[config.mk]
export PLATFORM = sky130hd
export DESIGN_NAME = asl_tail
export DESIGN_NICKNAME = d
export VERILOG_FILES = /design/src/rtl/core/asl_pkg.sv /design/src/rtl/core/asl_tail.sv
export SDC_FILE = /design/constraint.sdc
export NUM_CORES = 1
export LEC_CHECK = 0
export BUFFER_PORTS_ARGS = -buffer_cell sky130_fd_sc_hd__buf_2
export CORE_AREA = 8 8 252 254
export CTS_CLUSTER_DIAMETER = 200
export DETAILED_ROUTE_END_ITERATION = 16
export DIE_AREA = 0 0 260 262
export SYNTH_ARGS = -nofsm -noshare
export SYNTH_HDL_FRONTEND = slang
export SYNTH_SLANG_ARGS = --single-unit
[constraint.sdc]
create_clock -name clk -period 26.4 [get_ports clk]
set_input_delay 1.32 -clock clk [delete_from_list [all_inputs] [get_ports clk]]
set_output_delay 1.32 -clock clk [all_outputs]
set_load 0.01 [all_outputs]
[src/rtl/core/asl_pkg.sv]
package asl_pkg;

    localparam int ACC_W   = 58;
    localparam int NUM_W   = 37;
    localparam int SPD_W   = 16;
    localparam int STEPS   = 16;
    localparam int LATENCY = 38;

    localparam logic [2:0] REG_TOP_SPEED      = 3'd0;
    localparam logic [2:0] REG_BASE_SPEED     = 3'd1;
    localparam logic [2:0] REG_LAT_ACCEL_MAX  = 3'd2;
    localparam logic [2:0] REG_BRAKE_DECEL    = 3'd3;
    localparam logic [2:0] REG_REACTION_DELAY = 3'd4;
    localparam logic [2:0] REG_STOP_MARGIN    = 3'd5;
    localparam logic [2:0] REG_RAMP_DISTANCE  = 3'd6;
    localparam logic [2:0] REG_SPEED_STEP     = 3'd7;

    typedef enum logic [1:0] {
        RAMP_MAX,
        RAMP_MIN,
        RAMP_DIV
    } ramp_sel_t;

    typedef struct packed {
        logic [15:0] top_speed;
        logic [15:0] base_speed;
        logic [15:0] lat_accel_max;
        logic [15:0] brake_decel;
        logic [15:0] reaction_delay;
        logic [19:0] stop_margin;
        logic [19:0] ramp_distance;
        logic [15:0] speed_step;
    } cfg_t;

    typedef struct packed {
        logic             kzero;
        logic [23:0]      kmag;
        logic [ACC_W-1:0] ncurv;
        logic [ACC_W-1:0] fc;
        logic [ACC_W-1:0] incc;
        logic [15:0]      vc;
        logic             bok;
        logic [32:0]      bcoef;
        logic [ACC_W-1:0] nbrk;
        logic [ACC_W-1:0] fb;
        logic [ACC_W-1:0] incb;
        logic [15:0]      vb;
        ramp_sel_t        rsel;
        logic [NUM_W-1:0] rem;
        logic [15:0]      q;
        logic [15:0]      p;
    } srch_t;

endpackage

[src/rtl/core/asl_tail.sv]
module asl_tail
    import asl_pkg::*;
(
    input  logic        clk,
    input  logic        rst_n,
    input  logic        in_valid,
    input  srch_t       in_data,
    input  cfg_t        cfg,
    output logic        done,
    output logic [15:0] speed_command
);

    logic        t1_valid_reg;
    logic [15:0] lim_reg;
    logic [15:0] p_reg;
    logic        done_reg;
    logic [15:0] cmd_reg;

    logic [15:0] curve_lim;
    logic [15:0] brake_lim;
    logic [15:0] ramp_lim;
    logic [15:0] lim_next;
    logic [17:0] lo;
    logic [17:0] hi;
    logic [17:0] x;

    always_comb
    begin
        curve_lim = in_data.kzero ? cfg.top_speed : in_data.vc;
        brake_lim = in_data.bok ? in_data.vb : 16'd0;
        unique case (in_data.rsel)
            RAMP_MAX: ramp_lim = cfg.top_speed;
            RAMP_MIN: ramp_lim = cfg.base_speed;
            RAMP_DIV: ramp_lim = in_data.q;
            default:  ramp_lim = cfg.top_speed;
        endcase
        lim_next = cfg.top_speed;
        if (curve_lim < lim_next)
            lim_next = curve_lim;
        if (brake_lim < lim_next)
            lim_next = brake_lim;
        if (ramp_lim < lim_next)
            lim_next = ramp_lim;
    end

    always_comb
    begin
        lo = {2'b00, p_reg} - {2'b00, cfg.speed_step};
        hi = {2'b00, p_reg} + {2'b00, cfg.speed_step};
        x  = {2'b00, lim_reg};
        if ($signed(x) < $signed(lo))
            x = lo;
        if ($signed(x) > $signed(hi))
            x = hi;
        if (x[17])
            x = 18'd0;
        if (x > {2'b00, cfg.top_speed})
            x = {2'b00, cfg.top_speed};
    end

    always_ff @(posedge clk or negedge rst_n)
    begin
        if (!rst_n)
        begin
            t1_valid_reg <= 1'b0;
            done_reg     <= 1'b0;
        end
        else
        begin
            t1_valid_reg <= in_valid;
            done_reg     <= t1_valid_reg;
        end
    end

    always_ff @(posedge clk)
    begin
        lim_reg <= lim_next;
        p_reg   <= in_data.p;
        cmd_reg <= x[15:0];
    end

    assign done          = done_reg;
    assign speed_command = cmd_reg;

endmodule

# Word-level counts from Yosys, hierarchy flattened
# Cells that the tools add are included.
op_classes:
  muxes: 10
  magnitude_cmp: 6
  add_sub_neg: 2
  eq_ne: 2
op_table:
  columns: ["op", "n"]
  rows:
  - ["$mux W16", 6]
  - ["$lt A16 B16 Y1", 3]
  - ["$mux W18", 2]
  - ["$pmux W16 S2", 1]
  - ["$gt A18 B18 Y1", 1]
  - ["$add A16 B16 Y17", 1]
  - ["$gt A17 B16 Y1", 1]
  - ["$lt A17 B17 Y1", 1]
  - ["$mux W17", 1]
  - ["$sub A16 B16 Y17", 1]
  - ["$eq A2 B1 Y1 const B", 1]
  - ["$eq A2 B2 Y1 const B", 1]
word_totals:
  ff_bits: 50
  output_inout_bits: 17
  inputBits: 649

# Logic depth before layout (Yosys ltp)
depth:
  ltp_word: 8
  ltp_mapped: 43

# Worst setup path before layout
# OpenSTA, ideal clock, no wires.
synth_path:
  path_kind: "input to register"
  startpoint: "in cfg[0] in the netlist's numbering"
  endpoint: "reg cmd_reg[0] (netlist: speed_command[0])"
  t_arrival_ns: 9.402
  path_buffers: 5
  setup_slack_ns: 16.911
  cell_stages: 40
  cell_sequence: "ha_1 inv_1 fa_1 a211oi_1 o21ai_0 a21o_1 a21oi_1 xor2_1 ha_1 and3_1 a221o_1 a31oi_1 nor3b_1 o41ai_1 a211oi_1 ha_1 clkbuf_1 clkbuf_1 (+4 left out) or2_2 o31ai_1 nand2b_1 a311oi_2 nor3_4 mux2_2 or2_2 ha_1 nor2b_1 o21a_1 o21ai_0 a2111o_1 nand3_1 and2_1 clkbuf_1 clkbuf_1 nand2_1 o31ai_1"
synth_via:
  elab_chain_cells: 8
  word_cells_on_any_way: 9
  cone_classes: "2 x add/sub; 3 x order compare; 4 x mux"
synth_rtl:
  columns: ["item", "line_no", "rtl"]
  rows:
  - ["start: declaration", "asl_tail.sv:8", "input cfg_t cfg,"]
  - ["$sub A16 B16 Y17", "asl_tail.sv:48", "lo = {2'b00, p_reg} - {2'b00, cfg.speed_step};"]
  - ["$lt A17 B17 Y1", "asl_tail.sv:51", "if ($signed(x) < $signed(lo))"]
  - ["$mux W18", "asl_tail.sv:51", null]
  - ["$gt A18 B18 Y1", "asl_tail.sv:53", "if ($signed(x) > $signed(hi))"]
  - ["$mux W18 *", "asl_tail.sv:53", null]
  - ["$mux W17 *", "asl_tail.sv:55", "if (x[17])"]
  - ["$gt A17 B16 Y1", "asl_tail.sv:57", "if (x > {2'b00, cfg.top_speed})"]
  - ["$mux W16 *", "asl_tail.sv:57", null]
  - ["via x[0]", "asl_tail.sv:25", "logic [17:0] x;"]
  - ["end signal: assignment", "asl_tail.sv:79", "cmd_reg <= x[15:0];"]
  - ["end: declaration", "asl_tail.sv:17", "logic [15:0] cmd_reg;"]
# The timed path passes the listed nets; every way through them passes the cells marked *.

# Worst setup path in the final report
layout_path:
  startpoint: "in cfg[0] in the netlist's numbering"
  endpoint: "reg cmd_reg[13] (netlist: speed_command[13])"
# Same word-level chain as after synthesis.

==> flow_summary.yaml <==
clock_tree:
  clk_latency_ns: 0.30
  cts_setup_buffers: 0
  cts_sinks: 50
  cts_hold_buf: 0
  cts_buffers: 5
  cts_resized: 0
  cts_tree: "built"
  cts_root_buf: "clkbuf_16"
  h-tree-depth: 2
  clockBufferDepth: 2
  clk_pin_slew_worst_paths_ns: 0.07
logic_synthesis:
  synth.area.top_cells: "ha_1, dfxtp_1, mux2_2"
  syn-mean-instance-area_um2: 7.78
  yosysTopAreaCellShare: 0.231
  synth_edf_count: 0
  synth_cell_types: 73
  synth_area_leader_cell: "ha_1"
  synth_common_cells: "ha_1, inv_1, nand2_1"
  ys_ff_latch: 50
  yosysSeqAreaShare: 0.149
  yosysMostFrequentCell: "ha_1"
  netlist_area_um2: 6770
  async_reset_ff_frac: 0.0400
  synth_nets: 1647
  syn-instance-count: 871
  yosys_warnings: 0
  ys_dominant_reg_cell: "dfxtp_1"
die:
  core_um2: 59600
  start_util: 0.114
  dieArea_um2: 68100
  die_h_um: 262
  rows: 90
  top_level_ports: 666
  fp.dieW_um: 260
run_status:
  status: "finished clean"
sta:
  whs_ns: 0.363
  worst_slack_ns: 15.24
  rsz0062_at_grt: "false"
  worst_pin_slew_ns: 1.14
  finalHoldViolations: 0
  setup_viol: 0
  fin_crit_sh: 0.423
  period_needed_ns: 11.16
  maxSlewViolCount: 0
  slew_headroom: 0.238
  clock_skew_ns: 0.00454
  fmax_ghz: 0.0896
  finalSetupTns_ns: 0
detailed_routing:
  viasPerCell: 3.73
  vias: 6594
  drc_errors: 0
  antenna_left: 0
  finalWirelength_um: 28900
  first_pass_iters: 5
  wire_per_inst_um: 16.3
  drtIter0Drc: 316
setup_path:
  crit_type: "in -> reg"
  r2r_start: "p_reg[0]"
  reg2reg_to: "speed_command[13]"
  cp-start-kind: "input pin"
  cp_common_cell: "ha_1"
  crit_required_ns: 26.57
  slowest_delay_ns: 0.76
  reg2reg_slack_ns: 15.99
  worstPathArrival_ns: 11.33
  rr_worst_depth: 38
  cpMaxStageDelayCell: "nor3_4"
  cp-end-kind: "flip-flop"
  crit_path_max_fanout: 26
final_layout:
  area_growth_pct: 25.3
  nNetsFinal: 1759
  fin_area_um2: 8490
  drive_gt1_frac: 0.205
  diodes: 0
  fin_util: 0.142
grt:
  grt_pass1_wl_um: 41500
  grt_pass1_vias: 6417
  antenna_found_initial: 19
  grt_use_total: 0.0828
  grt_max_degree: 33
  overflow: 0
power_and_ir_drop:
  ir_drop_mv: 0.0339
  power_density_nw_per_um2: 67.7
  p_leak_nw: 4.03
placement:
  placed_area_um2: 8320
  portBuffers: 135
  dp_slack_ns: 14.99
  routabilityCongestion: 0.862
  dp_hpwl_um: 25500
run:
  drv_cap: 0
min_path:
  hold_path_startpoint: "t1_valid_reg"
  holdPathStages: 0
  min_path_type: "reg -> reg"
  hold_end: "done"
## critical path: cells and delay by family
family,cells,cell delay (ns)
buf+inv,4,0.79
mux,2,0.83
compound gates,14,3.51
fa+ha+maj,6,1.70
xor+xnor,1,0.26
simple gates,11,2.87
## cell type report
cell class / instances / area (um^2)
flip-flops and latches: 50 / 1010
multi-input cells: 688 / 5250
repair buffers: 139 / 706
clock buffers: 5 / 125
clock inverters: 3 / 43.8
fillers: 6784 / 51100
well taps: 782 / 978
inverters: 99 / 372
## report_power, final
group	leakage [nW]	internal, W	switching [W]	total [W]
sequential	0.427	0.0000988	0.00000997	0.000109
clock	0.0842	0.0000450	0.0000325	0.0000775
combinational	3.52	0.000151	0.000236	0.000388
## cell families (layout without fill, tap and decap cells)
family | after synthesis | in the layout | share of synthesized area
AOI/OAI and AO/OA | 245 | 245 | 0.248
xor gates and xnor gates | 20 | 20 | 0.0259
adders and majority gates | 127 | 127 | 0.237
buffers and inverters | 133 | 246 | 0.0757
DFF | 50 | 50 | 0.149
muxes | 60 | 60 | 0.0951
and+or+nand+nor | 236 | 236 | 0.169
## layer usage
| metal | track usage | share of wire |
|---|---|---|
| met2 | 0.127 | 0.42 |
| met3 | 0.0235 | 0.064 |
| met4 | 0.0236 | 0.028 |
| met1 | 0.112 | 0.48 |
| met5 | 0 | 0.0055 |
## worst max path at each step
stage | slack [ns] | cells after the start | from | endpoint
after global placement | 15.02 | 38 | cfg[0] | speed_command[13]
after global routing | 14.53 | 38 | cfg[0] | speed_command[8]
final | 15.24 | 38 | cfg[0] | speed_command[13]
after CTS | 15.31 | 38 | cfg[0] | speed_command[13]
after detailed placement | 14.99 | 38 | cfg[0] | speed_command[13]
after floorplan | 16.91 | 40 | cfg[0] | speed_command[0]
## per-stage QoR
stage / cells / total power, W
floorplan: 871 / 0.000367
global placement: 1758 / 0.000500
finish: 1766 / 0.000574
detailed placement: 1758 / 0.000500
CTS: 1766 / 0.000583
global route: 1766 / 0.000629
## cells in the final DEF (no fill, tap or decap), types with 8 or more instances in the layout
cell type / Yosys / routed
inv_1: 98 / 98
a21oi_1: 44 / 44
ha_1: 125 / 125
o21ai_0: 49 / 48
nor3_1: 14 / 14
nor2_1: 53 / 53
dfxtp_1: 48 / 48
mux2_2: 35 / 35
buf_2: 5 / 135
o31ai_1: 19 / 19
a22oi_1: 16 / 16
nand4_1: 8 / 8
a21o_1: 20 / 20
nand2b_1: 9 / 9
nand2_1: 88 / 88
a31oi_1: 12 / 12
mux2i_1: 25 / 25
o21a_1: 26 / 26
xnor2_1: 18 / 18
or3_1: 12 / 12
Power figures use the tool's default switching activity.
