File: src/rtl/core/asl_pkg.sv
package asl_pkg;

    localparam int ACC_W   = 58;
    localparam int NUM_W   = 37;
    localparam int SPD_W   = 16;
    localparam int STEPS   = 16;
    localparam int LATENCY = 38;

    localparam logic [2:0] REG_TOP_SPEED      = 3'd0;
    localparam logic [2:0] REG_BASE_SPEED     = 3'd1;
    localparam logic [2:0] REG_LAT_ACCEL_MAX  = 3'd2;
    localparam logic [2:0] REG_BRAKE_DECEL    = 3'd3;
    localparam logic [2:0] REG_REACTION_DELAY = 3'd4;
    localparam logic [2:0] REG_STOP_MARGIN    = 3'd5;
    localparam logic [2:0] REG_RAMP_DISTANCE  = 3'd6;
    localparam logic [2:0] REG_SPEED_STEP     = 3'd7;

    typedef enum logic [1:0] {
        RAMP_MAX,
        RAMP_MIN,
        RAMP_DIV
    } ramp_sel_t;

    typedef struct packed {
        logic [15:0] top_speed;
        logic [15:0] base_speed;
        logic [15:0] lat_accel_max;
        logic [15:0] brake_decel;
        logic [15:0] reaction_delay;
        logic [19:0] stop_margin;
        logic [19:0] ramp_distance;
        logic [15:0] speed_step;
    } cfg_t;

    typedef struct packed {
        logic             kzero;
        logic [23:0]      kmag;
        logic [ACC_W-1:0] ncurv;
        logic [ACC_W-1:0] fc;
        logic [ACC_W-1:0] incc;
        logic [15:0]      vc;
        logic             bok;
        logic [32:0]      bcoef;
        logic [ACC_W-1:0] nbrk;
        logic [ACC_W-1:0] fb;
        logic [ACC_W-1:0] incb;
        logic [15:0]      vb;
        ramp_sel_t        rsel;
        logic [NUM_W-1:0] rem;
        logic [15:0]      q;
        logic [15:0]      p;
    } srch_t;

endpackage

File: src/rtl/core/asl_regs.sv
module asl_regs
    import asl_pkg::*;
(
    input  logic        clk,
    input  logic        rst_n,
    input  logic        psel,
    input  logic        penable,
    input  logic        pwrite,
    input  logic [4:0]  paddr,
    input  logic [31:0] pwdata,
    output logic [31:0] prdata,
    output logic        pready,
    output cfg_t        cfg
);

    cfg_t cfg_reg;
    logic wr_en;

    assign pready = 1'b1;
    assign wr_en  = psel && penable && pwrite;
    assign cfg    = cfg_reg;

    always_ff @(posedge clk or negedge rst_n)
    begin
        if (!rst_n)
        begin
            cfg_reg.top_speed      <= 16'd1000;
            cfg_reg.base_speed     <= 16'd100;
            cfg_reg.lat_accel_max  <= 16'd2000;
            cfg_reg.brake_decel    <= 16'd1000;
            cfg_reg.reaction_delay <= 16'd100;
            cfg_reg.stop_margin    <= 20'd200;
            cfg_reg.ramp_distance  <= 20'd1000;
            cfg_reg.speed_step     <= 16'd50;
        end
        else if (wr_en)
        begin
            unique case (paddr[4:2])
                REG_TOP_SPEED:      cfg_reg.top_speed      <= pwdata[15:0];
                REG_BASE_SPEED:     cfg_reg.base_speed     <= pwdata[15:0];
                REG_LAT_ACCEL_MAX:  cfg_reg.lat_accel_max  <= pwdata[15:0];
                REG_BRAKE_DECEL:    cfg_reg.brake_decel    <= pwdata[15:0];
                REG_REACTION_DELAY: cfg_reg.reaction_delay <= pwdata[15:0];
                REG_STOP_MARGIN:    cfg_reg.stop_margin    <= pwdata[19:0];
                REG_RAMP_DISTANCE:  cfg_reg.ramp_distance  <= pwdata[19:0];
                REG_SPEED_STEP:     cfg_reg.speed_step     <= pwdata[15:0];
            endcase
        end
    end

    always_comb
    begin
        unique case (paddr[4:2])
            REG_TOP_SPEED:      prdata = {16'd0, cfg_reg.top_speed};
            REG_BASE_SPEED:     prdata = {16'd0, cfg_reg.base_speed};
            REG_LAT_ACCEL_MAX:  prdata = {16'd0, cfg_reg.lat_accel_max};
            REG_BRAKE_DECEL:    prdata = {16'd0, cfg_reg.brake_decel};
            REG_REACTION_DELAY: prdata = {16'd0, cfg_reg.reaction_delay};
            REG_STOP_MARGIN:    prdata = {12'd0, cfg_reg.stop_margin};
            REG_RAMP_DISTANCE:  prdata = {12'd0, cfg_reg.ramp_distance};
            REG_SPEED_STEP:     prdata = {16'd0, cfg_reg.speed_step};
        endcase
    end

endmodule

File: config.mk
export PLATFORM = sky130hd
export DESIGN_NAME = asl_regs
export DESIGN_NICKNAME = d
export VERILOG_FILES = /design/src/rtl/core/asl_pkg.sv /design/src/rtl/core/asl_regs.sv
export SDC_FILE = /design/constraint.sdc
export NUM_CORES = 1
export LEC_CHECK = 0
export BUFFER_PORTS_ARGS = -buffer_cell sky130_fd_sc_hd__buf_4
export CAP_MARGIN = 30
export CORE_ASPECT_RATIO = 0.7
export CORE_MARGIN = 4
export CORE_UTILIZATION = 50
export DETAILED_ROUTE_END_ITERATION = 8
export PLACE_DENSITY = 0.79
export SLEW_MARGIN = 20
export SYNTH_ARGS = -nofsm -noshare
export SYNTH_HDL_FRONTEND = slang
export SYNTH_SLANG_ARGS = --single-unit
File: constraint.sdc
create_clock -name clk -period 1.3 [get_ports clk]
set_input_delay 0.13 -clock clk [delete_from_list [all_inputs] [get_ports clk]]
set_output_delay 0.13 -clock clk [all_outputs]
set_load 0.05 [all_outputs]
# Word level (Yosys, flattened, before mapping)
# Cells that the tools add are included.
[word_totals]
regBits = 136
inputBits = 42
out_inout_bits = 169
wordCells = 27
[classes]
n_eq_ne = 7
muxes = 1
reduce_logical = 11
[ops]
columns = ["op", "count"]
rows = [
  ["$pmux W32 S8", 1],
  ["$reduce_and A2 Y1", 8],
  ["$eq A3 B3 Y1 const B", 4],
  ["$eq A3 B2 Y1 const B", 2],
  ["$eq A3 B1 Y1 const B", 1],
  ["$logic_not A3 Y1", 1],
  ["$logic_and A1 B1 Y1", 2],
]

# Longest topological paths before layout
[logic_depth]
depth_word = 3
depth_mapped = 6
ltp_nobuf = 3

# Worst setup path after synthesis
# OpenSTA, ideal clock, no wires.
[synth_path]
kind = "reg-to-output"
from = "reg cfg_reg (netlist bit cfg[39])"
to = "out prdata[3]"
arrival_ns = 1.963
required_ns = 1.170
path_slack_ns = -0.793
path_stages_with_launch = 4
path_buffers = 0
path_cell_list = "dfstp_2 -> mux2i_1 -> a211o_1 -> a41oi_1"
[synth_between]
elab_chain_cells = 1
[synth_lines]
columns = ["item", "line", "rtl"]
rows = [
  ["start, declared", "asl_regs.sv:16", "cfg_t cfg_reg;"],
  ["$pmux W32 S8", "asl_regs.sv:53", "unique case (paddr[4:2])"],
  ["end, declared", "asl_regs.sv:11", "output logic [31:0] prdata,"],
]
# No other way between the ends. The select of a mux whose other input is x is not followed.

# Final worst setup path
# Ends and elaborated chain as after synthesis.

==> results.sh <==
export IMPL_report_final_hold_viol_count=0
export IMPL_syn_area_per_cell_sq_um=13.8
export IMPL_die_y_microns=102
export IMPL_synth_seq_cells=136
export IMPL_drcViolationCount=0
export IMPL_final_nets=793
export IMPL_power_total_mw=19.1
export IMPL_port_buffers=183
export IMPL_die_width_microns=143
export IMPL_syn_inst=462
export IMPL_ios=211
export IMPL_multiInputGateArea_sq_um=3030
export IMPL_cp_endpoint="prdata[3]"
export IMPL_ys_warn_count=0
export IMPL_dp_hpwl_mm=14.0
export IMPL_grt_overflow_total=0
export IMPL_status="finished, violations left"
export IMPL_grtUsageTotal=0.290
export IMPL_rows=34
export IMPL_cts_num_sinks=136
export IMPL_period_minus_slack_ns=1.88
export IMPL_path_delay_family="flip-flops"
export IMPL_cts_root_buf="clkbuf_16"
export IMPL_p_leak_nw=4.72
export IMPL_cp_arrival_ns=1.75
export IMPL_drt_pass1_iter_count=4
export IMPL_r2r_start="cfg[39]"
export IMPL_reg2regPathDepth=6
export IMPL_worstSetupEndpointType="primary output"
export IMPL_violations="setup timing"
export IMPL_start_kind="register"
export IMPL_maxCapViolCount=0
export IMPL_crit_chain="mux2i_1 -> a211o_1 -> a41oi_4 -> buf_6"
export IMPL_start_util=0.512
export IMPL_fin_ws_ns=-0.576
export IMPL_fin_skew_ns=0
export IMPL_synth_seq_area_share=0.542
export IMPL_crit_slowest_cell="dfstp_2"
export IMPL_num_vias=5280
export IMPL_rsz0062_at_grt="yes"
export IMPL_fmax_ghz=0.533
export IMPL_critPathMaxStageDelay_ns=0.54
export IMPL_die_area_sq_um=14600
export IMPL_power_density_nw_per_um2=1850
export IMPL_htree_levels=4
export IMPL_worstPathRequired_ns=1.17
export IMPL_largest_reg_flops=136
export IMPL_ys_types=30
export IMPL_antenna_found_initial=0
export IMPL_hp_class="primary input to register"
export IMPL_crit_cells=4
export IMPL_ir_drop_v=0.00130
export IMPL_r2r_slack_ns=0.07
export IMPL_grt_pass1_wl_mm=32.2
export IMPL_finalMaxSlewViolations=0
export IMPL_filler_cell_count=617
export IMPL_grt_max_degree=42
export IMPL_clock_path_buffers=2
export IMPL_diodes=0
export IMPL_r2r_end="cfg[39]"
export IMPL_crit_buf_inv=1
export IMPL_cts_buffers=17
export IMPL_finalInstanceArea_sq_um=10300
export IMPL_area_delta_synth_final_pct=61.7
export IMPL_drt_initial_drc_count=279
export IMPL_postRouteWirelength_mm=22.1
export IMPL_wl_per_cell_microns=23.9
export IMPL_regArea_sq_um=3510
export IMPL_gp_congestion=0.885
export IMPL_path_clk_slew_ns=0.06
export IMPL_grt_pass1_vias=5511
export IMPL_drt_vias_per_instance=5.70
export IMPL_min_period_over_period=1.44
export IMPL_cts_tree="yes"
export IMPL_drtAntennaViolNets=0
export IMPL_critPathKind="register to primary output"
export IMPL_startpoint="cfg[39]"
export IMPL_drive_gt1_frac=0.791
export IMPL_syn_area_sq_um=6360
export IMPL_clock_latency_ns=0.41
export IMPL_path_max_fanout=2
export IMPL_finalSetupViolCount=38
export IMPL_post_dp_cell_area_sq_um=8830
export IMPL_core_sq_um=12400
[cell usage after synthesis]
| cell type | number | share of area |
|---|---|---|
| a211oi_1 | 14 | 0.017 |
| dfstp_2 | 36 | 0.15 |
| a2bb2oi_1 | 1 | 0.0014 |
| o22ai_1 | 14 | 0.014 |
| o21ai_0 | 2 | 0.0016 |
| nor2b_1 | 2 | 0.0020 |
| buf_4 | 14 | 0.017 |
| a22oi_1 | 4 | 0.0047 |
| mux2_2 | 136 | 0.24 |
| nand4b_4 | 1 | 0.0037 |
| nor3b_1 | 14 | 0.017 |
| o22a_1 | 14 | 0.019 |
| a211o_1 | 2 | 0.0028 |
| buf_1 | 3 | 0.0018 |
| clkbuf_1 | 7 | 0.0041 |
| nor3_2 | 1 | 0.0016 |
| conb_1 | 2 | 0.0012 |
| nor2_2 | 4 | 0.0039 |
| nand4_1 | 1 | 0.00098 |
| or3_1 | 2 | 0.0020 |
| nand2_1 | 4 | 0.0024 |
| inv_1 | 2 | 0.0012 |
| nor2_1 | 11 | 0.0065 |
| mux2i_1 | 44 | 0.069 |
| a21oi_1 | 3 | 0.0024 |
| and4b_1 | 1 | 0.0016 |
| a41oi_1 | 2 | 0.0028 |
| buf_2 | 19 | 0.015 |
| nand2b_1 | 2 | 0.0020 |
| dfrtp_1 | 100 | 0.39 |
[cell usage in the layout (no fill, tap or decap), drive strengths merged, types with 3 or more instances in the layout]
cell / count
buf: 296
mux2: 136
dfrtp: 100
mux2i: 44
dfstp: 36
clkbuf: 24
nor2: 15
o22ai: 14
o22a: 14
a211oi: 14
nor3b: 14
conb: 13
dlygate4sd3: 6
clkinvlp: 4
nand2: 4
inv: 4
a22oi: 4
a21oi: 3
[layout make-up]
cell class | instances | share of cell area
Sequential cell | 136 | 0.341
Timing Repair Buffer | 302 | 0.287
Clock buffer | 24 | 0.0488
Inverter | 2 | 0.000730
Clock inverter | 8 | 0.00839
Tap cell | 162 | 0.0197
Multi-Input combinational cell | 292 | 0.295
[through the flow]
| step | instances | setup WS (ns) | TNS (ns) | util | hold slack [ns] |
|---|---|---|---|---|---|
| 3_3_place_gp | 857 | -0.197 | -17.62 | 0.711 | 0.0724 |
| 6_report | 926 | -0.576 | -7.66 | 0.828 | 0.00877 |
| 2_1_floorplan | 473 | -0.353 | -4.58 | - | -0.166 |
| 5_1_grt | 926 | -0.635 | -9.33 | 0.828 | 0.00212 |
| 3_5_place_dp | 857 | -0.251 | -20.95 | 0.711 | 0.0747 |
| 4_1_cts | 915 | -0.558 | -7.07 | 0.808 | 0.00249 |
[kinds of logic after synthesis]
group                  synth area share
AO/OA/AOI/OAI                    0.0651
AND/OR/NAND/NOR                  0.0431
other                           0.00118
buffers and inverters            0.0386
flip-flops                        0.542
multiplexers                      0.310
[worst min-delay path by stage]
stage | startpoint | endpoint | slack (ns) | cells past startpoint
floorplan | rst_n | cfg[0] | -0.17 | 0
global placement | rst_n | cfg[74] | 0.07 | 1
detailed placement | rst_n | cfg[74] | 0.07 | 1
CTS | pwdata[0] | cfg[16] | 0.002 | 2
global route | pwdata[0] | cfg[16] | 0.002 | 2
finish | pwdata[0] | cfg[72] | 0.009 | 2
[per-layer routing]
layer / GRT usage / up-vias / wire, microns
met5: 0 / - / 0
met4: 0.109 / 0 / 617
met3: 0.0683 / 51 / 1730
met2: 0.462 / 266 / 10700
met1: 0.390 / 2699 / 9100
li1: - / 2264 / -
[where the power goes]
part | total [mW] | leakage, nW | internal, mW | switching (mW)
Combinational | 8.18 | 2.85 | 3.20 | 4.98
Sequential | 6.10 | 1.59 | 5.29 | 0.811
Clock | 4.78 | 0.276 | 2.91 | 1.88
Total | 19.1 | 4.72 | 11.4 | 7.67
[timing repair]
action / in CTS / in global routing
gates resized for setup: 103 / 53
setup endpoints to repair: 42 / 59
pin swaps: 14 / 12
setup buffers: 21 / 23
hold endpoints to repair: 54 / 0
hold buffers: 6 / 0
(Power assumes the default switching activity.)
