[src/rtl/core/asl_pkg.sv]
package asl_pkg;

    localparam int ACC_W   = 58;
    localparam int NUM_W   = 37;
    localparam int SPD_W   = 16;
    localparam int STEPS   = 16;
    localparam int LATENCY = 38;

    localparam logic [2:0] REG_TOP_SPEED      = 3'd0;
    localparam logic [2:0] REG_BASE_SPEED     = 3'd1;
    localparam logic [2:0] REG_LAT_ACCEL_MAX  = 3'd2;
    localparam logic [2:0] REG_BRAKE_DECEL    = 3'd3;
    localparam logic [2:0] REG_REACTION_DELAY = 3'd4;
    localparam logic [2:0] REG_STOP_MARGIN    = 3'd5;
    localparam logic [2:0] REG_RAMP_DISTANCE  = 3'd6;
    localparam logic [2:0] REG_SPEED_STEP     = 3'd7;

    typedef enum logic [1:0] {
        RAMP_MAX,
        RAMP_MIN,
        RAMP_DIV
    } ramp_sel_t;

    typedef struct packed {
        logic [15:0] top_speed;
        logic [15:0] base_speed;
        logic [15:0] lat_accel_max;
        logic [15:0] brake_decel;
        logic [15:0] reaction_delay;
        logic [19:0] stop_margin;
        logic [19:0] ramp_distance;
        logic [15:0] speed_step;
    } cfg_t;

    typedef struct packed {
        logic             kzero;
        logic [23:0]      kmag;
        logic [ACC_W-1:0] ncurv;
        logic [ACC_W-1:0] fc;
        logic [ACC_W-1:0] incc;
        logic [15:0]      vc;
        logic             bok;
        logic [32:0]      bcoef;
        logic [ACC_W-1:0] nbrk;
        logic [ACC_W-1:0] fb;
        logic [ACC_W-1:0] incb;
        logic [15:0]      vb;
        ramp_sel_t        rsel;
        logic [NUM_W-1:0] rem;
        logic [15:0]      q;
        logic [15:0]      p;
    } srch_t;

endpackage

[src/rtl/core/asl_step.sv]
module asl_step
    import asl_pkg::*;
#(
    parameter int BIT = 0
)
(
    input  logic        clk,
    input  logic        rst_n,
    input  logic        in_valid,
    input  srch_t       in_data,
    input  logic [19:0] ramp_distance,
    output logic        out_valid,
    output srch_t       out_data
);

    localparam logic [15:0] BIT_V = 16'(1) << BIT;

    logic             a_valid_reg;
    srch_t            a_reg;
    logic             b_valid_reg;
    srch_t            b_reg;
    logic [16:0]      m_c;
    logic [16:0]      m_b;
    logic [ACC_W-1:0] incc_next;
    logic [ACC_W-1:0] incb_next;
    logic [ACC_W-1:0] sum_c;
    logic [ACC_W-1:0] sum_b;
    logic [NUM_W-1:0] dsh;
    srch_t            a_next;
    srch_t            b_next;

    // candidate term (2v + bit) * bit for the incremental square
    assign m_c       = {in_data.vc, 1'b0} | {1'b0, BIT_V};
    assign m_b       = {in_data.vb, 1'b0} | {1'b0, BIT_V};
    assign incc_next = ACC_W'(41'(m_c) * 41'(in_data.kmag)) << BIT;
    assign incb_next = ACC_W'(34'(m_b) * 34'd1000 + 34'(in_data.bcoef)) << BIT;

    assign sum_c = a_reg.fc + a_reg.incc;
    assign sum_b = a_reg.fb + a_reg.incb;
    assign dsh   = NUM_W'(ramp_distance) << BIT;

    always_comb
    begin
        a_next      = in_data;
        a_next.incc = incc_next;
        a_next.incb = incb_next;
    end

    always_comb
    begin
        b_next = a_reg;
        if (sum_c <= a_reg.ncurv)
        begin
            b_next.fc = sum_c;
            b_next.vc = a_reg.vc | BIT_V;
        end
        if (sum_b <= a_reg.nbrk)
        begin
            b_next.fb = sum_b;
            b_next.vb = a_reg.vb | BIT_V;
        end
        if (a_reg.rem >= dsh)
        begin
            b_next.rem = a_reg.rem - dsh;
            b_next.q   = a_reg.q | BIT_V;
        end
    end

    always_ff @(posedge clk or negedge rst_n)
    begin
        if (!rst_n)
        begin
            a_valid_reg <= 1'b0;
            b_valid_reg <= 1'b0;
        end
        else
        begin
            a_valid_reg <= in_valid;
            b_valid_reg <= a_valid_reg;
        end
    end

    always_ff @(posedge clk)
    begin
        a_reg <= a_next;
        b_reg <= b_next;
    end

    assign out_valid = b_valid_reg;
    assign out_data  = b_reg;

endmodule

[config.mk]
export PLATFORM = sky130hd
export DESIGN_NAME = asl_step
export DESIGN_NICKNAME = d
export VERILOG_FILES = /design/src/rtl/core/asl_pkg.sv /design/src/rtl/core/asl_step.sv
export SDC_FILE = /design/constraint.sdc
export NUM_CORES = 2
export LEC_CHECK = 0
export BUFFER_PORTS_ARGS = -buffer_cell sky130_fd_sc_hd__buf_2
export CAP_MARGIN = 20
export CORE_AREA = 5 5 399 401
export CTS_CLUSTER_SIZE = 28
export DETAILED_ROUTE_END_ITERATION = 16
export DIE_AREA = 0 0 404 406
export PLACE_DENSITY = 0.49
export SLEW_MARGIN = 40
export SYNTH_ARGS = -nofsm -noshare
export SYNTH_HDL_FRONTEND = slang
export SYNTH_SLANG_ARGS = --single-unit
[constraint.sdc]
create_clock -name clk -period 6.45 [get_ports clk]
set_clock_uncertainty 0.15 [all_clocks]
set_input_delay 0.9675 -clock clk [delete_from_list [all_inputs] [get_ports clk]]
set_output_delay 0.9675 -clock clk [all_outputs]
set_load 0.02 [all_outputs]
After elaboration in Yosys (flattened, before gate mapping)
Index checks and enable logic that the tools add are counted.
{ "word_totals": {"reg_bits": 940, "latch_bits": 0, "mem_bits_rw": 0, "romBits": 0, "inputBits": 533, "output_inout_bits": 511, "elab_cells": 49, "n_memories": 0} }
{ "classes": {"addsub": 4, "multipliers": 2, "div": 0, "magnitude_cmp": 3, "eq_ne": 0, "shifts": 0, "n_mux": 3, "bitwise": 0, "n_reduce_logical": 0} }
{ "ops": {"columns": ["operator", "n"], "rows": [
  ["less-or-equal comparator 58 bit", 2],
  ["2-to-1 mux 58 bit", 2],
  ["adder 58 x 34 -> 58 bit", 1],
  ["adder 58 x 41 -> 58 bit", 1],
  ["2-to-1 mux 53 bit", 1],
  ["multiplier 17 x 24 -> 41 bit", 1],
  [">= comparator 37 x 20 -> 1 bit", 1],
  ["subtractor 37 x 20 -> 37 bit", 1],
  ["adder 27 x 33 -> 34 bit", 1],
  ["multiplier 17 x 7 -> 24 bit (second input constant)", 1]
]} }

Longest topological paths before layout
{ "depth": {"depth_word": 3, "mapped_depth": 27, "ltp_nobuf": 26} }

Worst setup path after synthesis
Ideal clock, no wire load.
{ "synth_timing": {"path_type": "input port to flip-flop", "startpoint": "input port in_data[495] (netlist bit)", "endpoint": "register a_reg[351] (netlist bit)", "setup_time_ns": 0.125, "arrival_time_ns": 6.854, "t_required_ns": 6.175, "path_slack_ns": -0.679, "path_stages": 25, "path_buffers": 2, "path_cell_list": "clkbuf_1 -> clkbuf_1 -> nand2_1 -> fa_1 -> inv_1 -> fa_1 -> inv_1 -> fa_1 -> inv_1 -> fa_1 -> inv_1 -> fa_1 -> inv_1 -> fa_1 -> ha_1 -> o21a_1 -> o21ai_0 -> o21bai_1 -> a21oi_1 -> nand3_1 -> a31oi_1 -> o31a_1 -> o21ai_0 -> a211oi_1 -> xnor2_1"} }
{ "synth_rtl": {"columns": ["item", "line_no", "text"], "rows": [
  ["from (decl)", "asl_step.sv:10", "input srch_t in_data,"],
  ["to (signal assigned)", "asl_step.sv:85", "a_reg <= a_next;"],
  ["to (decl)", "asl_step.sv:19", "srch_t a_reg;"]
]} }

==> flow_summary.yaml <==
status:
  status: "complete, no violations"
power:
  leakage_nw: 29.8
  cellPowerDensity_mw_per_mm2: 655
  vdd.ir_drop.worst_v: 0.000765
floorplan:
  floorplan.die.width_um: 404
  floorplan.initialDensity: 0.302
  top_level_ports: 1044
  row_count: 145
  die_h_um: 406
  placeableCoreArea_mm2: 0.155
  die_footprint_mm2: 0.164
global_routing:
  grt_start_max_net_pins: 35
  grt_pass1_wl_mm: 225
  grt_overflow: 0
  grt_antenna_before_repair: 25
  via_count_of_the_first_global_routing_pass: 36000
  total_routing_resource_utilization_after_global_routing: 0.181
worst_setup_path:
  worstSetupPathType: "in -> reg"
  reg2reg_depth: 22
  critical_path_most_common_cell: "sky130_fd_sc_hd__fa_1"
  timing.critical_path.from_type: "input pin"
  cp_data_arrival_time_ps: 6720
  cp_slowest_cell: "sky130_fd_sc_hd__fa_1"
  critical-path-top-delay-family: "adder cells"
  cp_max_fo: 9
  worst_r2r_end: "out_data[174]"
  rrSetupSlack_ps: 300
  path_depth: 25
  critPathMaxStageDelay_ps: 530
  required_ps: 6890
  regToRegStartpoint: "a_reg[145]"
  nature_of_the_critical_path_endpoint: "flip-flop"
  critical_path_buf_inv_count: 8
sta:
  final.min_clock_period_ps: 6280
  rsz_0062_raised_after_global_routing: "true"
  final_setup_violation_count: 0
  timing.max_slew.rel_slack: 0.539
  hold_violations: 0
  maxClockFrequency_mhz: 159
  tightest_slew_ps: 685
  post-route-worst-setup-slack_ps: 168
  hold_slack_ps: 127
  final-max-slew-violation-count: 0
  post-route-period-util: 0.974
  fin_tns_setup_ps: 0
route:
  drtPass1Iterations: 5
  routed_wire_length_per_instance_um: 19.4
  drt_iter0_drc: 1514
  viasPerCell: 4.40
  vias: 34700
  wirelength_mm: 152
  detail_route.drc_violations: 0
  drtAntennaViolNets: 0
worst_hold_path:
  min-delay-path-class: "reg -> reg"
  hp-start: "a_reg[268]"
  min_path_cells: 0
  worst_hold_path.endpoint: "out_data[268]"
run:
  maximum_capacitance_violations: 0
cts:
  worst_setup_hold_path_clk_slew_ps: 60
  cts_inserted_buffers: 101
  cts.sinks: 932
  tritoncts: "yes"
  cts-root-buf: "sky130_fd_sc_hd__clkbuf_16"
  clock_tree.htree_level_count: 3
  ctsLongestPathBuffers: 3
  clock_latency_ps: 740
placement:
  place.detailed.hpwl_mm: 129
  post_dp_cell_area_mm2: 0.0562
  dp_slack_ps: -760
  gp_congestion: 0.872
  io_buffer_count: 886
logic_synthesis:
  synth.top_cells.by_count: "sky130_fd_sc_hd__dfxtp_1, sky130_fd_sc_hd__inv_1, sky130_fd_sc_hd__nand2_1, sky130_fd_sc_hd__ha_1, sky130_fd_sc_hd__fa_1"
  ys_async_sr_fraction: 0.00215
  synthesis_warning_total: 0
  synth_enable_flop_cells: 0
  proportion_of_netlist_area_held_by_the_largest_area_contributor: 0.397
  yosysSeqAreaShare: 0.398
  ys_ff_latch: 932
  post_synth_top_area_cell: "sky130_fd_sc_hd__dfxtp_1"
  synth.top_cells.by_area: "sky130_fd_sc_hd__dfxtp_1, sky130_fd_sc_hd__fa_1, sky130_fd_sc_hd__ha_1, sky130_fd_sc_hd__inv_1, sky130_fd_sc_hd__nand2_1"
  leading_register_cell_type_out_of_synthesis: "sky130_fd_sc_hd__dfxtp_1"
  avgSynthCellArea_um2: 10.4
  synthesis.area_mm2: 0.0469
  synth.lib_cells_used.distinct: 83
  postSynthCellCount: 4527
  yosys.cell_count.top_type: "sky130_fd_sc_hd__dfxtp_1"
final_layout:
  post_route_cells_drive_above_1_share: 0.273
  areaGrowthSynthToFinish_pct: 28.4
  final_area_mm2: 0.0602
  fillers: 15600
  nNetsFinal: 7050
==> cells by family after synthesis <==
kind of cell,synth area share
multiplexers,0.0191
adder cells (fa/ha/maj),0.273
AND/OR/NAND/NOR,0.103
other,0.0000800
buffers and inverters,0.0737
XOR/XNOR,0.0495
AO/OA/AOI/OAI,0.0829
flip-flops,0.398
==> timing repair <==
action | in CTS | in global routing
setup buffers | 0 | 4
resized for setup | 0 | 45
hold buffers | 1 | 0
setup endpoints to repair | 0 | 50
hold endpoints to repair | 2 | 0
==> through the flow <==
| step | util | total power, mW | instances |
|---|---|---|---|
| floorplan | - | 23.9 | 4567 |
| global placement | 0.362 | 32.8 | 7676 |
| detailed placement | 0.362 | 33.0 | 7676 |
| CTS | 0.386 | 39.6 | 7865 |
| global route | 0.388 | 43.0 | 7873 |
| finish | 0.388 | 39.4 | 7880 |
==> report_power, final <==
group	internal, mW	switching [mW]
Clock	3.80	2.59
Combinational	12.3	13.3
Sequential	6.94	0.567
Total	23.0	16.4
==> cell type report <==
type | count | area (µm²) | area share
clock inverter | 59 | 967 | 0.0161
clock buffer | 129 | 2790 | 0.0464
multi-input combinational | 2773 | 25400 | 0.422
antenna | 11 | 27.5 | 0.000457
sequential | 932 | 18700 | 0.310
timing repair buffer | 1222 | 7170 | 0.119
inverter | 696 | 2620 | 0.0435
tap | 2058 | 2570 | 0.0428
==> worst max-delay path by stage <==
stage / start / end
detailed placement: in_data[73] / a_reg[119]
finish: in_data[498] / a_reg[350]
global route: in_data[297] / a_reg[344]
CTS: in_data[73] / a_reg[117]
global placement: in_data[73] / a_reg[115]
floorplan: in_data[73] / a_reg[119]
==> worst register-to-register path, cell delays in order, from the launching register on <==
cell                       delay (ps)
sky130_fd_sc_hd__dfxtp_1          330
sky130_fd_sc_hd__ha_1             240
sky130_fd_sc_hd__fa_1             440
sky130_fd_sc_hd__a211oi_1         400
sky130_fd_sc_hd__o21ai_1          210
sky130_fd_sc_hd__a211oi_1         460
sky130_fd_sc_hd__nor2_2           170
sky130_fd_sc_hd__a21oi_2          330
sky130_fd_sc_hd__o21ba_2          220
sky130_fd_sc_hd__o21ai_1          140
sky130_fd_sc_hd__a31oi_2          260
sky130_fd_sc_hd__buf_12           190
sky130_fd_sc_hd__nor2_1            80
sky130_fd_sc_hd__xor2_1           150
sky130_fd_sc_hd__ha_1             280
sky130_fd_sc_hd__nand4_1          170
sky130_fd_sc_hd__nor4_2           430
sky130_fd_sc_hd__buf_4            200
sky130_fd_sc_hd__nand3_1          110
sky130_fd_sc_hd__o211a_1          270
sky130_fd_sc_hd__nor2_4           220
sky130_fd_sc_hd__buf_12           210
sky130_fd_sc_hd__mux2_2           370
==> layer usage <==
metal	GRT usage	routed length (µm)	vias up
met2	0.308	71800	831
met1	0.238	68800	16700
met3	0.0350	8090	193
met5	0	58	-
li1	-	-	16900
met4	0.0455	3790	8
==> cell usage in the layout (no fill, tap or decap), drive strengths merged, types with 18 or more instances in the layout <==
cell | synthesis | final
a211oi | 19 | 19
a21o | 119 | 119
a21oi | 188 | 188
a31oi | 18 | 18
and2 | 125 | 125
and3 | 31 | 31
buf | 62 | 1211
clkbuf | 104 | 139
clkinv | 0 | 26
conb | 1 | 41
dfxtp | 930 | 930
fa | 389 | 389
ha | 402 | 402
inv | 696 | 700
mux2 | 77 | 77
nand2 | 411 | 411
nand2b | 29 | 29
nand3 | 54 | 54
nand4 | 64 | 64
nor2 | 134 | 134
nor2b | 19 | 19
nor3 | 59 | 59
o21a | 21 | 21
o21ai | 108 | 108
or3 | 21 | 21
xnor2 | 144 | 144
xor2 | 121 | 121
(Power assumes the default switching activity.)
