===== src/rtl/core/asl_pkg.sv =====
package asl_pkg;

    localparam int ACC_W   = 58;
    localparam int NUM_W   = 37;
    localparam int SPD_W   = 16;
    localparam int STEPS   = 16;
    localparam int LATENCY = 38;

    localparam logic [2:0] REG_TOP_SPEED      = 3'd0;
    localparam logic [2:0] REG_BASE_SPEED     = 3'd1;
    localparam logic [2:0] REG_LAT_ACCEL_MAX  = 3'd2;
    localparam logic [2:0] REG_BRAKE_DECEL    = 3'd3;
    localparam logic [2:0] REG_REACTION_DELAY = 3'd4;
    localparam logic [2:0] REG_STOP_MARGIN    = 3'd5;
    localparam logic [2:0] REG_RAMP_DISTANCE  = 3'd6;
    localparam logic [2:0] REG_SPEED_STEP     = 3'd7;

    typedef enum logic [1:0] {
        RAMP_MAX,
        RAMP_MIN,
        RAMP_DIV
    } ramp_sel_t;

    typedef struct packed {
        logic [15:0] top_speed;
        logic [15:0] base_speed;
        logic [15:0] lat_accel_max;
        logic [15:0] brake_decel;
        logic [15:0] reaction_delay;
        logic [19:0] stop_margin;
        logic [19:0] ramp_distance;
        logic [15:0] speed_step;
    } cfg_t;

    typedef struct packed {
        logic             kzero;
        logic [23:0]      kmag;
        logic [ACC_W-1:0] ncurv;
        logic [ACC_W-1:0] fc;
        logic [ACC_W-1:0] incc;
        logic [15:0]      vc;
        logic             bok;
        logic [32:0]      bcoef;
        logic [ACC_W-1:0] nbrk;
        logic [ACC_W-1:0] fb;
        logic [ACC_W-1:0] incb;
        logic [15:0]      vb;
        ramp_sel_t        rsel;
        logic [NUM_W-1:0] rem;
        logic [15:0]      q;
        logic [15:0]      p;
    } srch_t;

endpackage


===== src/rtl/core/asl_front.sv =====
module asl_front
    import asl_pkg::*;
(
    input  logic        clk,
    input  logic        rst_n,
    input  logic        in_valid,
    input  logic [23:0] curvature,
    input  logic [20:0] clear_length,
    input  logic [20:0] goal_distance,
    input  logic [16:0] previous_speed,
    input  cfg_t        cfg,
    output logic        out_valid,
    output srch_t       out_data
);

    // stage 1
    logic        v1_reg;
    logic [23:0] kmag1_reg;
    logic        kzero1_reg;
    logic        flpos1_reg;
    logic [21:0] avail1_reg;
    logic [20:0] g1_reg;
    logic [15:0] p1_reg;
    logic [31:0] br1_reg;

    // stage 2
    logic             v2_reg;
    logic [23:0]      kmag2_reg;
    logic             kzero2_reg;
    logic [ACC_W-1:0] ncurv2_reg;
    logic             bok2_reg;
    logic [35:0]      bav2_reg;
    logic [35:0]      mg2_reg;
    logic [19:0]      rg2_reg;
    ramp_sel_t        rsel2_reg;
    logic [15:0]      p2_reg;
    logic [31:0]      br2_reg;

    // stage 3
    logic             v3_reg;
    logic [23:0]      kmag3_reg;
    logic             kzero3_reg;
    logic [ACC_W-1:0] ncurv3_reg;
    logic             bok3_reg;
    logic [46:0]      nbrk3_reg;
    logic [35:0]      mg3_reg;
    logic [35:0]      mr3_reg;
    ramp_sel_t        rsel3_reg;
    logic [15:0]      p3_reg;
    logic [32:0]      bcoef3_reg;

    // stage 4
    logic  v4_reg;
    srch_t s4_reg;

    logic [23:0] kmag_next;
    logic [21:0] avail_next;
    logic [25:0] lat1000;
    ramp_sel_t   rsel_next;

    assign kmag_next  = curvature[23] ? 24'(~curvature + 24'd1) : curvature;
    assign avail_next = {clear_length[20], clear_length} - {2'b00, cfg.stop_margin};
    assign lat1000    = 26'(cfg.lat_accel_max) * 26'd1000;

    always_comb
    begin
        priority if (cfg.ramp_distance == 20'd0
                     || $signed(g1_reg) >= $signed({1'b0, cfg.ramp_distance}))
            rsel_next = RAMP_MAX;
        else if (g1_reg[20] || g1_reg == 21'd0)
            rsel_next = RAMP_MIN;
        else
            rsel_next = RAMP_DIV;
    end

    always_ff @(posedge clk or negedge rst_n)
    begin
        if (!rst_n)
        begin
            v1_reg <= 1'b0;
            v2_reg <= 1'b0;
            v3_reg <= 1'b0;
            v4_reg <= 1'b0;
        end
        else
        begin
            v1_reg <= in_valid;
            v2_reg <= v1_reg;
            v3_reg <= v2_reg;
            v4_reg <= v3_reg;
        end
    end

    always_ff @(posedge clk)
    begin
        kmag1_reg  <= kmag_next;
        kzero1_reg <= (curvature == 24'd0);
        flpos1_reg <= !clear_length[20] && (clear_length != 21'd0);
        avail1_reg <= avail_next;
        g1_reg     <= goal_distance;
        p1_reg     <= previous_speed[16] ? 16'd0 : previous_speed[15:0];
        br1_reg    <= 32'(cfg.brake_decel) * 32'(cfg.reaction_delay);

        kmag2_reg  <= kmag1_reg;
        kzero2_reg <= kzero1_reg;
        ncurv2_reg <= ACC_W'({lat1000, 16'd0});
        bok2_reg   <= flpos1_reg && !avail1_reg[21] && (avail1_reg != 22'd0);
        bav2_reg   <= 36'(cfg.brake_decel) * 36'(avail1_reg[19:0]);
        mg2_reg    <= 36'(cfg.top_speed) * 36'(g1_reg[19:0]);
        rg2_reg    <= cfg.ramp_distance - g1_reg[19:0];
        rsel2_reg  <= rsel_next;
        p2_reg     <= p1_reg;
        br2_reg    <= br1_reg;

        kmag3_reg  <= kmag2_reg;
        kzero3_reg <= kzero2_reg;
        ncurv3_reg <= ncurv2_reg;
        bok3_reg   <= bok2_reg;
        nbrk3_reg  <= 47'(bav2_reg) * 47'd2000;
        mg3_reg    <= mg2_reg;
        mr3_reg    <= 36'(cfg.base_speed) * 36'(rg2_reg);
        rsel3_reg  <= rsel2_reg;
        p3_reg     <= p2_reg;
        bcoef3_reg <= {br2_reg, 1'b0};

        s4_reg.kzero <= kzero3_reg;
        s4_reg.kmag  <= kmag3_reg;
        s4_reg.ncurv <= ncurv3_reg;
        s4_reg.fc    <= '0;
        s4_reg.incc  <= '0;
        s4_reg.vc    <= '0;
        s4_reg.bok   <= bok3_reg;
        s4_reg.bcoef <= bcoef3_reg;
        s4_reg.nbrk  <= ACC_W'(nbrk3_reg);
        s4_reg.fb    <= '0;
        s4_reg.incb  <= '0;
        s4_reg.vb    <= '0;
        s4_reg.rsel  <= rsel3_reg;
        s4_reg.rem   <= NUM_W'(mg3_reg) + NUM_W'(mr3_reg);
        s4_reg.q     <= '0;
        s4_reg.p     <= p3_reg;
    end

    assign out_valid = v4_reg;
    assign out_data  = s4_reg;

endmodule


===== config.mk =====
export PLATFORM = sky130hd
export DESIGN_NAME = asl_front
export DESIGN_NICKNAME = d
export VERILOG_FILES = /design/src/rtl/core/asl_pkg.sv /design/src/rtl/core/asl_front.sv
export SDC_FILE = /design/constraint.sdc
export NUM_CORES = 2
export LEC_CHECK = 0
export BUFFER_PORTS_ARGS = -buffer_cell sky130_fd_sc_hd__clkbuf_2
export CORE_ASPECT_RATIO = 1.1
export CORE_MARGIN = 2
export CORE_UTILIZATION = 55
export CTS_CLUSTER_SIZE = 30
export DETAILED_ROUTE_END_ITERATION = 7
export GPL_TIMING_DRIVEN = 1
export PLACE_DENSITY = 0.88
export RECOVER_POWER = 100
export SYNTH_ARGS = -nofsm -noshare
export SYNTH_HDL_FRONTEND = slang
export SYNTH_SLANG_ARGS = --single-unit

===== constraint.sdc =====
create_clock -name clk -period 5.9 [get_ports clk]
set_input_delay 1.18 -clock clk [delete_from_list [all_inputs] [get_ports clk]]
set_output_delay 1.18 -clock clk [all_outputs]
set_load 0.02 [all_outputs]

# ---- Word-level counts from Yosys, hierarchy flattened
# Cells that the tools add are included.
dict set report totals {
  regBits 705
  inputBits 222
  word_cells 67
}
dict set report op_classes {
  addsub 4
  mul 6
  magnitude_cmp 1
  muxes 2
  bitwise 1
  n_reduce_logical 12
}
# operator n
set ops {}
lappend ops {{16-bit by 20-bit multiplier with 36-bit output} 3}
lappend ops {{36-bit by 7-bit multiplier with 43-bit output (second input constant)} 1}
lappend ops {{36-bit by 36-bit adder with 37-bit output} 1}
lappend ops {{16-bit by 16-bit multiplier with 32-bit output} 1}
lappend ops {{24-bit by 1-bit adder with 24-bit output (second input constant)} 1}
lappend ops {{24-bit zero test} 1}
lappend ops {{24-bit NOT} 1}
lappend ops {{16-bit by 7-bit multiplier with 23-bit output (second input constant)} 1}
lappend ops {{23-bit 2-to-1 mux} 1}
lappend ops {{22-bit nonzero test} 1}
lappend ops {{21-bit by 21-bit subtractor with 22-bit output} 1}
lappend ops {{21-bit greater-or-equal comparator} 1}
lappend ops {{21-bit zero test} 1}
lappend ops {{21-bit nonzero test} 1}
lappend ops {{20-bit zero test} 1}
lappend ops {{20-bit subtractor} 1}
lappend ops {{1-bit logical AND} 3}
lappend ops {{1-bit zero test} 2}
lappend ops {{1-bit logical OR} 2}
lappend ops {{2-bit 2-to-1 mux} 1}

# ---- Logic depth before layout (Yosys ltp)
dict set report logic_depth {
  ltp_word 3
  depth_mapped 26
  mapped_depth_nobuf 23
}

# ---- Least setup slack after synthesis
# OpenSTA, ideal clock, no wires.
dict set report synth_timing {
  path_kind {input -> register}
  start {input port cfg[79] (netlist bit)}
  end {register bav2_reg[34]}
  setup_ps 72
  arrival_ps 6879
  required_time_ps 5828
  slack_ps -1051
  cell_stages 23
  n_path_buf 2
  path_cell_list {clkbuf_1 -> clkbuf_1 -> nand2_1 -> fa_1 -> inv_1 -> fa_1 -> inv_1 -> fa_1 -> inv_1 -> fa_1 -> fa_1 -> inv_1 -> fa_1 -> inv_1 -> ha_1 -> a21oi_1 -> o221ai_1 -> o211ai_1 -> a211oi_1 -> or4_1 -> a31o_1 -> a21oi_1 -> xnor2_1}
}
dict set report synth_between {
  elab_chain_cells 1
}
# element line_no
set synth_rtl {}
lappend synth_rtl {{start: declaration} asl_front.sv:11} ;# input cfg_t cfg,
lappend synth_rtl {{16-bit by 20-bit multiplier with 36-bit output} asl_front.sv:108} ;# bav2_reg <= 36'(cfg.brake_decel) * 36'(avail1_reg[19:0]);
lappend synth_rtl {{end signal: assignment} asl_front.sv:108}
lappend synth_rtl {{end: declaration} asl_front.sv:32} ;# logic [35:0] bav2_reg;
# Every way passes these cells.
# A chain may end at the register's enable or synchronous reset.

# ---- Final worst setup path
dict set report layout_timing {
  start {input port cfg[109] (netlist bit)}
  end {register mr3_reg[34]}
}
dict set report layout_between {
  elab_chain_cells 1
}
# element line_no
set layout_rtl {}
lappend layout_rtl {{16-bit by 20-bit multiplier with 36-bit output} asl_front.sv:121} ;# mr3_reg <= 36'(cfg.base_speed) * 36'(rg2_reg);
lappend layout_rtl {{end signal: assignment} asl_front.sv:121}
lappend layout_rtl {{end: declaration} asl_front.sv:47} ;# logic [35:0] mr3_reg;
# Every way passes these cells.

==> summary.txt <==
Layout
  – Final core utilization: 65.8%
  – Layout cells sized above 1: between 15 and 20%
  – Fill count: ~8600
  – Post-Layout Inst Area: between 80000 and 90000 µm²
  – P&R area growth vs syn: 18.6%
  – Fin nets: 10100
  – Max reg flops: about 180
  – Final std cells w/o fill: 9794

Worst setup path
  – CP endpoint kind: register
  – Crit-path most repeated cell: fa_1
  – CP max-delay cell: fa_1
  – CP arrival: about 7200 ps
  – Setup CP Type: in -> reg
  – Crit path buf inv count: 8
  – Worst-path fanout max: 8
  – R2r setup slk: -510 ps
  – Crit path max-delay family: adder cells
  – Critical Path Max Stage Delay: roughly 560 ps
  – Crit. path cell count: 25
  – CP required: 6480 ps
  – Crit path launch type: primary input
  – Worst r2r path cells: 21

Die
  – Num rows: 136
  – Initial Util: 55.5%
  – Die W: around 340 µm
  – Die H: 376 µm
  – Die area: 129000 µm²
  – Core area: 125000 µm²
  – IO Count: ~730

Timing
  – Max-slew violations: 0
  – Worst rel slew slack: 18.4%
  – Setup violators final: a little over 60
  – Final hold slack: 321 ps
  – Clock Skew: between 50 and 60 ps
  – Final Hold Viols: 0
  – Crit path time final: 6580 ps
  – FMAX: 152 MHz
  – Worst-margin pin slew: 1220 ps
  – Worst Setup Slack, final: -677 ps
  – Unrepaired setup endpoints after global routing: true
  – Fin crit share: 111%

GRT
  – Antenna violations before repair: 7
  – First-pass GRT wire length: 290 mm
  – GR Util All Layers: roughly 28%
  – Largest net degree at the start of global routing: 27
  – Vias in the first global route: about 57000
  – Total congestion overflow: 0

Clock tree
  – Root Driver: clkbuf_16
  – CTS tree: built
  – Worst-Skew Late Latency: between 700 and 800 ps
  – Clock Sinks: between 700 and 800
  – Cts hold-fix bufs: 0
  – Max Root-Sink Buffers: 3
  – Reg clk slew, reported paths: 70 ps
  – CTS buffer count: 72
  – H-tree depth: 3

Logic synthesis
  – Synthesis Warnings: 0
  – Syn Inst Count: between 7000 and 8000
  – Yosys top cell area share: around a third
  – Yosys cell types: 80
  – Post-synth EDFFs: 0
  – Post-synth top area cell: fa_1
  – Synth Flop Type: dfxtp_1
  – Post-synthesis cell area: between 60000 and 70000 µm²
  – FF+latch count, synth: approximately 710
  – Post-synth ARST share: less than 1%
  – Post-synthesis sequential area ratio: roughly a fifth
  – Most frequent cell after synthesis: inv_1
  – Top cells by area, synth: fa_1, dfxtp_1, ha_1, inv_1, and2_1
  – Post-Syn Area per Cell: between 9 and 10 µm²
  – Post-synth top cells: inv_1, fa_1, nand2_1

Placement
  – Port bufs: 385
  – Placer congestion estimate: ~0.94
  – Detailed-placement wirelength estimate: between 100 and 150 mm
  – Placed cell areas: between 70000 and 80000 µm²
  – Placed cells: between 9000 and 10000

Run
  – Max cap viols: 0

Route
  – Per-cell routed wire length: roughly 20 µm
  – DRT antenna net count: 0
  – Iteration-0 DRC Markers: just over 4000
  – Drt first pass iters: 6
  – Final WL: around 190 mm
  – DR vias: 53300
  – Vias per inst: approximately 5.4
  – Number of remaining DRC errors: 0

Run status
  – Status: finished with violations
  – Failing checks: negative setup slack

Hold path
  – Min-Delay Path Class: in -> async
-- cells by family after synthesis --
group	synth area share, %
xor gates and xnor gates	3.17
other	0.00541
DFF	20.4
AOI/OAI and AO/OA	6.67
buffers and inverters	12.2
muxes	0.0434
and+or+nand+nor	12.6
adders and majority gates	44.9
-- per-layer routing --
metal	vias to the layer above	wire length, µm	track usage (%)
met2	3151	92500	48.1
met5	-	49	0
li1	23100	-	-
met1	25900	69400	33.4
met3	1116	17500	5.72
met4	8	13000	14.6
-- repair_timing --
item | 4_1_cts | 5_1_grt
gates cloned | 5 | 5
resized for setup | 249 | 263
buffers inserted | 58 | 58
pin swaps | 174 | 206
endpoints found under the setup margin | 50 | 61
-- final timing paths --
path                                        end            startpoint
max in group asynchronous      v1_reg$_DFF_PN0_                 rst_n
max                         mr3_reg[34]$_DFF_P_              cfg[109]
min reg2reg                kmag2_reg[7]$_DFF_P_  kmag1_reg[7]$_DFF_P_
max reg2reg                 mr3_reg[34]$_DFF_P_   rg2_reg[14]$_DFF_P_
min                         out_valid$_DFF_PN0_                 rst_n
min in group clk           kmag2_reg[7]$_DFF_P_  kmag1_reg[7]$_DFF_P_
-- through the flow --
stage               setup TNS (ps)  setup WS (ps)
global placement            -55750          -1160
CTS                          -4110           -345
finish                      -15990           -677
floorplan                   -19130           -706
global route                -25100           -775
detailed placement          -66080          -1270
-- cells in the final DEF (no fill, tap or decap), types with 166 or more instances in the layout --
cell / n
conb_1: 331
nand2_1: 745
clkbuf_1: 210
and2_1: 507
xnor2_1: 168
fa_1: 1074
ha_1: 624
dfxtp_1: 688
buf_4: 572
inv_1: 1303
a21oi_1: 166
-- area by class of cell --
type | count | area [µm²] | area share (%)
diodes | 5 | 12.5 | 0.0152
flip-flops and latches | 705 | 14100 | 17.2
clock buffers | 81 | 1910 | 2.32
inverters | 1363 | 5120 | 6.23
clock inverters | 51 | 811 | 0.987
well taps | 1656 | 2070 | 2.52
multi-input cells | 4855 | 49800 | 60.7
repair buffers | 1078 | 8250 | 10.0
-- worst reg2reg max path, delay by kind of cell (launching register included) --
| family | cells | cell delay [ps] |
|---|---|---|
| buffers and inverters | 4 | 640 |
| XOR/XNOR | 1 | 170 |
| adder cells (fa/ha/maj) | 7 | 3290 |
| AND/OR/NAND/NOR | 4 | 380 |
| flip-flops | 1 | 640 |
| AO/OA/AOI/OAI | 5 | 1220 |
Power is left out: the tool's default activity adds up to more than one toggle a clock period on the data nets, which glitch-free logic cannot reach.
